File: src/rtl/clra_pkg.sv
// Package: shared types, constants and codes for the CPU lend/reclaim allocator.
package clra_pkg;

    localparam int unsigned PROC_COUNT_DEF = 8;
    localparam logic [2:0]  DEFAULT_CPUS_RESET = 3'd4;
    localparam logic [5:0]  COUNT_MAX = 6'd56;
    localparam logic [5:0]  COUNT_RESET = 6'd4;

    typedef enum logic [1:0] {
        REQ_LEND    = 2'd0,
        REQ_ACQUIRE = 2'd1,
        REQ_INIT    = 2'd2,
        REQ_NONE    = 2'd3
    } t_req;

    typedef enum logic [1:0] {
        ST_OK         = 2'd0,
        ST_LEND_EMPTY = 2'd1,
        ST_ACQ_HOLD   = 2'd2,
        ST_ACQ_SHORT  = 2'd3
    } t_status;

    localparam logic KIND_UPDATE = 1'b0;
    localparam logic KIND_DONE   = 1'b1;

    localparam logic [1:0] REG_DEFAULT_CPUS = 2'd0;

    typedef enum logic [3:0] {
        S_IDLE,
        S_CLEAR,
        S_LEND_RD,
        S_LEND_CHK,
        S_SCAN_RD,
        S_SCAN_CMP,
        S_GIVE_RD,
        S_GIVE_WR,
        S_ACQ_RD,
        S_ACQ_CHK,
        S_RECL_RD,
        S_RECL_CMP,
        S_INIT_WR,
        S_SELF_WR,
        S_DONE_RD,
        S_DONE
    } t_state;

    typedef struct packed {
        logic       kind;
        logic [2:0] target_proc;
        logic [5:0] new_count;
        logic [1:0] status;
        logic [5:0] idle_count;
        logic       last;
    } t_result;

    typedef struct packed {
        logic [1:0]  req_type;
        logic [2:0]  proc_id;
        logic [31:0] secs_comp;
    } t_request;

    function automatic logic [5:0] sat_inc(input logic [5:0] a);
        return (a >= COUNT_MAX) ? COUNT_MAX : a + 6'd1;
    endfunction

endpackage

File: src/rtl/clra_stream_if.sv
// Interface: valid/ready channel carrying one payload.
interface clra_stream_if #(
    parameter type T = logic
);
    logic valid;
    logic ready;
    T     data;

    modport source (output valid, output data, input ready);
    modport sink   (input valid, input data, output ready);
endinterface

File: src/rtl/cpu_lend_reclaim_allocator_core.sv
// Top level: CPU lend/reclaim allocator with count and time memories.
//
// channel   | dir | payload
// i_req     | in  | req_type, proc_id, secs_comp
// o_res     | out | kind, target_proc, new_count, status, idle_count, last
// apb       | in  | default_cpus at byte address 0
//
// One request at a time. Memory reads are registered.
// A lend scans the ring once per CPU handed out. After reset a pass over
// every entry clears the memories; no request is taken during it. A stalled
// result holds the sequencer, and no new request is taken until it has left.
module cpu_lend_reclaim_allocator_core
    import clra_pkg::*;
#(
    parameter int unsigned PROC_COUNT = PROC_COUNT_DEF
) (
    input  logic        i_clk,
    input  logic        i_rst_n,
    clra_stream_if.sink   i_req,
    clra_stream_if.source o_res,
    input  logic        psel,
    input  logic        penable,
    input  logic        pwrite,
    input  logic [1:0]  paddr,
    input  logic [31:0] pwdata,
    output logic [31:0] prdata,
    output logic        pready
);
    localparam int unsigned PW = (PROC_COUNT > 1) ? $clog2(PROC_COUNT) : 1;

    logic [5:0]  cnt_mem [PROC_COUNT];
    logic [31:0] time_mem [PROC_COUNT];

    t_state      r_state, n_state;
    logic [2:0]  r_dflt;
    logic [5:0]  r_idle, n_idle;
    t_request    r_req, n_req;
    logic [PW-1:0] r_idx, n_idx;
    logic [PW:0] r_k, n_k;
    logic [5:0]  r_left, n_left;
    logic [5:0]  r_miss, n_miss;
    logic        r_found, n_found;
    logic [PW-1:0] r_best, n_best;
    logic [5:0]  r_bcnt, n_bcnt;
    logic [31:0] r_btime, n_btime;
    logic [1:0]  r_st, n_st;
    t_result     r_out, n_out;
    logic        r_ovalid, n_ovalid;

    logic [63:0] r_pa, r_pb;
    logic        r_ppend;
    logic [PW-1:0] r_pidx;
    logic [5:0]  r_pcnt;
    logic [31:0] r_ptime;

    logic [PW-1:0] rd_addr;
    logic [5:0]  rd_cnt;
    logic [31:0] rd_time;
    logic        cw_en, tw_en;
    logic [PW-1:0] cw_addr, tw_addr;
    logic [5:0]  cw_data;
    logic [31:0] tw_data;

    logic [PW-1:0] pid;
    logic [PW-1:0] ring;
    logic          out_free;
    logic [2:0]    pid3;

    assign pid      = r_req.proc_id[PW-1:0];
    assign pid3     = r_req.proc_id;
    assign out_free = !r_ovalid || o_res.ready;
    assign pready   = 1'b1;
    assign prdata   = (paddr == REG_DEFAULT_CPUS) ? {29'd0, r_dflt} : 32'd0;

    always_ff @(posedge i_clk) begin
        if (!i_rst_n) begin
            r_dflt <= DEFAULT_CPUS_RESET;
        end else if (psel && penable && pwrite && paddr == REG_DEFAULT_CPUS) begin
            r_dflt <= pwdata[2:0];
        end
    end

    always_ff @(posedge i_clk) begin
        if (cw_en) begin
            cnt_mem[cw_addr] <= cw_data;
        end
        if (tw_en) begin
            time_mem[tw_addr] <= tw_data;
        end
        rd_cnt  <= cnt_mem[rd_addr];
        rd_time <= time_mem[rd_addr];
    end

    // ring position: ring = (pid + r_k) mod PROC_COUNT
    always_comb begin
        logic [PW:0] s;
        s = {1'b0, pid} + r_k;
        if (s >= (PW+1)'(PROC_COUNT)) begin
            s = s - (PW+1)'(PROC_COUNT);
        end
        ring = s[PW-1:0];
    end

    always_ff @(posedge i_clk) begin
        if (!i_rst_n) begin
            r_state  <= S_CLEAR;
            r_idle   <= 6'd0;
            r_idx    <= '0;
            r_ovalid <= 1'b0;
            r_ppend  <= 1'b0;
        end else begin
            r_state  <= n_state;
            r_idle   <= n_idle;
            r_idx    <= n_idx;
            r_ovalid <= n_ovalid;
            r_ppend  <= (r_state == S_SCAN_RD);
        end
        r_req   <= n_req;
        r_k     <= n_k;
        r_left  <= n_left;
        r_miss  <= n_miss;
        r_found <= n_found;
        r_best  <= n_best;
        r_bcnt  <= n_bcnt;
        r_btime <= n_btime;
        r_st    <= n_st;
        r_out   <= n_out;
        r_pidx  <= r_idx;
        r_pa    <= 64'(rd_time) * 64'(r_bcnt);
        r_pb    <= 64'(r_btime) * 64'(rd_cnt);
        r_pcnt  <= rd_cnt;
        r_ptime <= rd_time;
    end

    assign i_req.ready = (r_state == S_IDLE) && out_free;
    assign o_res.valid = r_ovalid;
    assign o_res.data  = r_out;

    always_comb begin
        n_state  = r_state;
        n_idle   = r_idle;
        n_req    = r_req;
        n_idx    = r_idx;
        n_k      = r_k;
        n_left   = r_left;
        n_miss   = r_miss;
        n_found  = r_found;
        n_best   = r_best;
        n_bcnt   = r_bcnt;
        n_btime  = r_btime;
        n_st     = r_st;
        n_out    = r_out;
        n_ovalid = r_ovalid && !o_res.ready;
        rd_addr  = r_idx;
        cw_en    = 1'b0;
        tw_en    = 1'b0;
        cw_addr  = r_idx;
        tw_addr  = pid;
        cw_data  = 6'd0;
        tw_data  = r_req.secs_comp;

        case (r_state)
            S_CLEAR: begin
                cw_en   = 1'b1;
                tw_en   = 1'b1;
                tw_addr = r_idx;
                cw_data = COUNT_RESET;
                tw_data = 32'd0;
                n_idx   = r_idx + PW'(1);
                if (r_idx == PW'(PROC_COUNT - 1)) begin
                    n_idx   = '0;
                    n_state = S_IDLE;
                end
            end
            S_IDLE: begin
                if (i_req.valid && out_free) begin
                    n_req = i_req.data;
                    n_st  = ST_OK;
                    n_idx = i_req.data.proc_id[PW-1:0];
                    if (32'(i_req.data.proc_id) >= PROC_COUNT
                            || i_req.data.req_type == REQ_NONE) begin
                        n_out    = '{KIND_DONE, i_req.data.proc_id, 6'd0, ST_OK,
                                     r_idle, 1'b1};
                        n_ovalid = 1'b1;
                    end else begin
                        case (i_req.data.req_type)
                            REQ_LEND:    n_state = S_LEND_RD;
                            REQ_ACQUIRE: n_state = S_ACQ_RD;
                            default: begin
                                n_idx   = '0;
                                n_state = S_INIT_WR;
                            end
                        endcase
                    end
                end
            end
            S_LEND_RD: begin
                tw_en   = 1'b1;
                n_state = S_LEND_CHK;
            end
            S_LEND_CHK: begin
                if (rd_cnt == 6'd0) begin
                    n_st    = ST_LEND_EMPTY;
                    n_state = S_DONE_RD;
                end else begin
                    n_left  = rd_cnt;
                    n_k     = (PW+1)'(1);
                    n_found = 1'b0;
                    n_state = S_SCAN_RD;
                end
            end
            S_SCAN_RD: begin
                rd_addr = ring;
                n_idx   = ring;
                n_state = S_SCAN_CMP;
            end
            S_SCAN_CMP: begin
                // wait for the registered cross products
                if (r_ppend) begin
                    n_state = S_SCAN_CMP;
                end
                if (!r_ppend) begin
                    if (r_pcnt != 6'd0 && (!r_found || r_pa > r_pb)) begin
                        n_found = 1'b1;
                        n_best  = r_pidx;
                        n_bcnt  = r_pcnt;
                        n_btime = r_ptime;
                    end
                    if (r_k == (PW+1)'(PROC_COUNT - 1)) begin
                        n_state = S_GIVE_RD;
                    end else begin
                        n_k     = r_k + (PW+1)'(1);
                        n_state = S_SCAN_RD;
                    end
                end
            end
            S_GIVE_RD: begin
                if (!r_found) begin
                    n_idle  = ({1'b0, r_idle} + {1'b0, r_left} > {1'b0, COUNT_MAX})
                              ? COUNT_MAX : r_idle + r_left;
                    n_left  = 6'd0;
                    n_state = S_SELF_WR;
                end else if (out_free) begin
                    cw_en    = 1'b1;
                    cw_addr  = r_best;
                    cw_data  = sat_inc(r_bcnt);
                    n_out    = '{KIND_UPDATE, 3'(r_best), sat_inc(r_bcnt), ST_OK,
                                 6'd0, 1'b0};
                    n_ovalid = 1'b1;
                    n_left   = r_left - 6'd1;
                    n_state  = S_GIVE_WR;
                end
            end
            S_GIVE_WR: begin
                if (r_left == 6'd0) begin
                    n_state = S_SELF_WR;
                end else begin
                    n_k     = (PW+1)'(1);
                    n_found = 1'b0;
                    n_state = S_SCAN_RD;
                end
            end
            S_ACQ_RD: begin
                n_state = S_ACQ_CHK;
            end
            S_ACQ_CHK: begin
                if (rd_cnt != 6'd0) begin
                    n_st    = ST_ACQ_HOLD;
                    n_state = S_DONE_RD;
                end else if (r_idle >= 6'(r_dflt)) begin
                    n_idle  = r_idle - 6'(r_dflt);
                    n_miss  = 6'd0;
                    n_state = S_SELF_WR;
                end else begin
                    n_miss  = 6'(r_dflt) - r_idle;
                    n_idle  = 6'd0;
                    n_k     = (PW+1)'(1);
                    n_state = S_RECL_RD;
                end
            end
            S_RECL_RD: begin
                rd_addr = ring;
                n_idx   = ring;
                n_state = S_RECL_CMP;
            end
            S_RECL_CMP: begin
                if (rd_cnt > 6'(r_dflt)) begin
                    if (out_free) begin
                        cw_en   = 1'b1;
                        if (r_miss > rd_cnt - 6'(r_dflt)) begin
                            cw_data = 6'(r_dflt);
                            n_miss  = r_miss - (rd_cnt - 6'(r_dflt));
                        end else begin
                            cw_data = rd_cnt - r_miss;
                            n_miss  = 6'd0;
                        end
                        n_out    = '{KIND_UPDATE, 3'(r_idx), cw_data, ST_OK, 6'd0, 1'b0};
                        n_ovalid = 1'b1;
                        if (n_miss == 6'd0 || r_k == (PW+1)'(PROC_COUNT - 1)) begin
                            n_state = S_SELF_WR;
                        end else begin
                            n_k     = r_k + (PW+1)'(1);
                            n_state = S_RECL_RD;
                        end
                    end
                end else if (r_k == (PW+1)'(PROC_COUNT - 1)) begin
                    n_state = S_SELF_WR;
                end else begin
                    n_k     = r_k + (PW+1)'(1);
                    n_state = S_RECL_RD;
                end
            end
            S_INIT_WR: begin
                if (out_free) begin
                    cw_en    = 1'b1;
                    cw_data  = 6'(r_dflt);
                    n_idle   = 6'd0;
                    n_out    = '{KIND_UPDATE, 3'(r_idx), 6'(r_dflt), ST_OK, 6'd0, 1'b0};
                    n_ovalid = 1'b1;
                    n_idx    = r_idx + PW'(1);
                    if (r_idx == PW'(PROC_COUNT - 1)) begin
                        n_idx   = pid;
                        n_state = S_DONE_RD;
                    end
                end
            end
            S_SELF_WR: begin
                cw_en   = 1'b1;
                cw_addr = pid;
                cw_data = (r_req.req_type == REQ_LEND) ? 6'd0 : 6'(r_dflt);
                if (r_req.req_type == REQ_ACQUIRE && r_miss != 6'd0
                        && r_st == ST_OK && n_idle == 6'd0) begin
                    n_st = ST_ACQ_SHORT;
                end
                n_idx   = pid;
                n_state = S_DONE_RD;
            end
            S_DONE_RD: begin
                rd_addr = pid;
                n_state = S_DONE;
            end
            S_DONE: begin
                if (out_free) begin
                    n_out    = '{KIND_DONE, pid3, rd_cnt, r_st, r_idle, 1'b1};
                    n_ovalid = 1'b1;
                    n_miss   = 6'd0;
                    n_state  = S_IDLE;
                end
            end
            default: n_state = S_IDLE;
        endcase
    end

endmodule

File: src/flat_wrapper.sv
// flat-port wrapper written by rule: the top's interface ports become plain ports
module cpu_lend_reclaim_allocator_core_flat import clra_pkg::*;
#(
    parameter int unsigned PROC_COUNT = PROC_COUNT_DEF
)
  (i_clk, i_rst_n, psel, penable, pwrite, paddr, pwdata, prdata, pready, i_req_valid, i_req_data, i_req_ready, o_res_valid, o_res_data, o_res_ready);
  clra_stream_if #(.T(t_request)) i_req_i ();
  clra_stream_if #(.T(t_result)) o_res_i ();
  input  logic i_clk;
  input  logic i_rst_n;
  input  logic psel;
  input  logic penable;
  input  logic pwrite;
  input  logic [1:0] paddr;
  input  logic [31:0] pwdata;
  output logic [31:0] prdata;
  output logic pready;
  input wire logic [$bits(i_req_i.valid)-1:0] i_req_valid;
  input wire logic [$bits(i_req_i.data)-1:0] i_req_data;
  output wire logic [$bits(i_req_i.ready)-1:0] i_req_ready;
  output wire logic [$bits(o_res_i.valid)-1:0] o_res_valid;
  output wire logic [$bits(o_res_i.data)-1:0] o_res_data;
  input wire logic [$bits(o_res_i.ready)-1:0] o_res_ready;
  assign i_req_i.valid = i_req_valid;
  assign i_req_i.data = i_req_data;
  assign i_req_ready = i_req_i.ready;
  assign o_res_valid = o_res_i.valid;
  assign o_res_data = o_res_i.data;
  assign o_res_i.ready = o_res_ready;
  cpu_lend_reclaim_allocator_core #(.PROC_COUNT(PROC_COUNT)) u_core (.i_clk(i_clk), .i_rst_n(i_rst_n), .i_req(i_req_i), .o_res(o_res_i), .psel(psel), .penable(penable), .pwrite(pwrite), .paddr(paddr), .pwdata(pwdata), .prdata(prdata), .pready(pready));
endmodule
File: config.mk
export PLATFORM = sky130hd
export DESIGN_NAME = cpu_lend_reclaim_allocator_core_flat
export DESIGN_NICKNAME = d
export VERILOG_FILES = /design/src/rtl/clra_pkg.sv /design/src/rtl/clra_stream_if.sv /design/src/rtl/cpu_lend_reclaim_allocator_core.sv /design/src/flat_wrapper.sv
export SDC_FILE = /design/constraint.sdc
export NUM_CORES = 2
export LEC_CHECK = 0
export ABC_AREA = 1
export BUFFER_PORTS_ARGS = -buffer_cell sky130_fd_sc_hd__buf_2
export CAP_MARGIN = 20
export CORE_AREA = 4 4 303 305
export CTS_CLUSTER_SIZE = 28
export DETAILED_ROUTE_END_ITERATION = 8
export DIE_AREA = 0 0 307 309
export GPL_TIMING_DRIVEN = 0
export SYNTH_ARGS = -nofsm -noshare
export SYNTH_HDL_FRONTEND = slang
export SYNTH_SLANG_ARGS = --single-unit
File: constraint.sdc
create_clock -name i_clk -period 6.4 [get_ports i_clk]
set_clock_uncertainty 0.15 [all_clocks]
set_input_delay 0.32 -clock i_clk [delete_from_list [all_inputs] [get_ports i_clk]]
set_output_delay 0.32 -clock i_clk [all_outputs]
set_load 0.01 [all_outputs]
==> results.yml <==
yosys:
  synthCells: 3797
  synthDominantCellAreaShare_pct: 35.5
  ys_ff_latch: 592
  synthTopCellsByCount: "nand2_1 (776), inv_1 (685), edfxtp_1 (419)"
  synth_area_leaders: "edfxtp_1 (35%), fa_1 (14%), dfxtp_1 (9.8%)"
  yosysSeqAreaShare_pct: 45.3
  synthesis.area_sq_mm: 0.0354
  synthFlopType: "edfxtp_1"
  synth-edff-count: 419
  yosysWarnings: 0
  syn_area_per_cell_sq_um: 9.34
  yosysTopAreaCell: "edfxtp_1"
  async_reset_ff_share_pct: 0
  synth_cell_types: 50
  yosysMostFrequentCell: "nand2_1"
clock_network:
  tritoncts: "yes"
  postCtsSetupBuffers: 0
  h-tree-depth: 3
  cts_buffers: 66
  clk_latency_ns: 0.63
  cts.path.max_buffers: 3
  path_clk_slew_ns: 0.06
  cts_sinks: 592
  cts_root_buf: "clkbuf_16"
finish:
  nFillCells: 8497
  drive_gt1_share_pct: 6.75
  regArea_sq_mm: 0.0160
  nNetsFinal: 4515
  synthToLayoutAreaGrowth_pct: 13.7
  multiInputGateArea_sq_mm: 0.0163
  finalNonFillerCells: 5254
min_path:
  hold_depth: 0
  min_path_type: "flop to flop"
floorplan:
  coreArea_sq_mm: 0.0893
  rows: 110
  start_util_pct: 39.7
  dieArea_sq_mm: 0.0949
  fp.dieH_microns: 309
  io_pins: 132
  die_x_microns: 307
worst_setup_path:
  cp_data_required_time_ns: 6.73
  cp_max_fo: 10
  cp-end-kind: "flop"
  worst-setup-path-type: "flop to flop"
  start_kind: "flop"
  r2r_cells: 17
  arrival_ns: 6.03
timing:
  fin_crit_sh_pct: 89.0
  min_period_ns: 5.70
  rsz0062_at_grt: "false"
  max_slew_margin_pct: 21.2
  setup_viol: 0
  worst_pin_slew_ns: 1.17
  finalHoldViolCount: 0
  maxSlewViolCount: 0
  clock.fmax_mhz: 175
detailed_routing:
  drtIter0Drc: 2286
  vias: 26193
  drt_wl_total_microns: 91900
  drt.antenna.violating_nets: 0
  drt-pass1-iter-count: 6
  avgRoutedWirePerCell_microns: 17.5
  drc: 0
  drt-vias-per-instance: 4.99
global_routing:
  track_usage_pct: 19.5
  antenna_found_initial: 1
  grt_pass1_vias: 26411
  grt_first_pass_wirelength_microns: 146000
  grt_max_degree: 39
  overflow: 0
placed_design:
  place_congestion: 0.923
  hpwl_microns: 69200
  numPortBuffers: 72
  place_inst: 5086
status:
  status: "completed"
job:
  drv_cap: 0
==> registers in the layout, indices dropped and copies added, names as in the netlist, 18 cells and up <==
signal	count
u_core.r_pb	38
u_core.cnt_mem	48
u_core.rd_time	32
u_core.r_ptime	32
u_core.r_pa	38
u_core.r_btime	32
u_core.r_req	34
u_core.time_mem	256
u_core.o_res.data	18
==> stage by stage <==
stage	cell area [sq um]	hold WS, ns	TNS [ns]	setup slack (ns)	utilization, %
3_5_place_dp	37700	0.200	0	0.791	42.2
4_1_cts	40300	0.215	0	0.730	45.1
6_report	40300	0.208	0	0.701	45.1
3_3_place_gp	37400	0.187	-9.93	-0.553	41.9
2_1_floorplan	35600	0.179	0	1.38	-
5_1_grt	40300	0.214	0	0.355	45.1
==> cell type report <==
cell class                 instances  area share [%]
multi-input combinational       2393            40.4
sequential                       592            39.8
inverter                         697            6.49
clock buffer                      84            4.29
tap                             1176            3.65
timing repair buffer             132            2.64
buffer                           143            1.73
clock inverter                    36            1.02
antenna                            1         0.00621
==> what timing repair did <==
action | 4_1_cts | 5_1_grt
hold endpoints to repair | 49 | 0
hold buffers | 45 | 0
setup endpoints to repair | 0 | 0
gates resized for setup | 0 | 0
==> logic make-up (layout without fill, tap and decap cells) <==
family	after synthesis	after routing	share of synthesized area, %
fa+ha+maj	412	412	19.8
simple gates	1248	1248	13.9
flops	592	592	45.3
xor+xnor	77	77	1.90
compound gates	626	626	9.73
other cells	2	31	0.0212
buf+inv	840	1092	9.34
==> critical path, cell delays in order, from the launching register on <==
cell       delay [ns]
dfxtp_1          0.56
clkbuf_1         0.53
clkbuf_1         0.64
nand2_1          0.16
fa_1             0.54
inv_1            0.06
fa_1             0.52
inv_1            0.05
fa_1             0.47
inv_1            0.04
ha_1             0.35
nand2_1          0.17
inv_1            0.07
a21oi_1          0.17
a21boi_0         0.13
o21ai_0          0.35
o2111ai_1        0.26
xor2_1           0.33
==> cell usage in the layout (no fill, tap or decap), types with 24 or more instances in the layout <==
| cell | instances |
|---|---|
| clkbuf_16 | 66 |
| edfxtp_1 | 419 |
| buf_4 | 35 |
| fa_1 | 249 |
| buf_2 | 96 |
| nor2_1 | 329 |
| a21oi_1 | 171 |
| dfxtp_1 | 173 |
| clkbuf_1 | 103 |
| ha_1 | 163 |
| o22ai_1 | 46 |
| xor2_1 | 53 |
| o21ai_1 | 91 |
| nor3_1 | 24 |
| o21ai_0 | 225 |
| xnor2_1 | 24 |
| dlygate4sd3_1 | 45 |
| inv_1 | 684 |
| conb_1 | 30 |
| nand2_1 | 776 |
| nand3_1 | 70 |
==> final timing paths <==
kind	from	endpoint	slack, ns
worst min-delay path	u_core.rd_cnt[5]	u_core.r_pcnt[5]	0.21
worst min register to register	u_core.rd_cnt[5]	u_core.r_pcnt[5]	0.21
worst max-delay path	u_core.rd_cnt[1]	u_core.r_pb[36]	0.70
worst max register to register	u_core.rd_cnt[1]	u_core.r_pb[36]	0.70
==> per-layer routing <==
layer	routed length (microns)	track usage (%)
met1	41700	27.1
met2	42400	32.0
met3	5030	2.54
met4	2830	6.44
met5	0	0
Power is left out: the tool's default activity adds up to more than one toggle a clock period on the data nets, which glitch-free logic cannot reach.
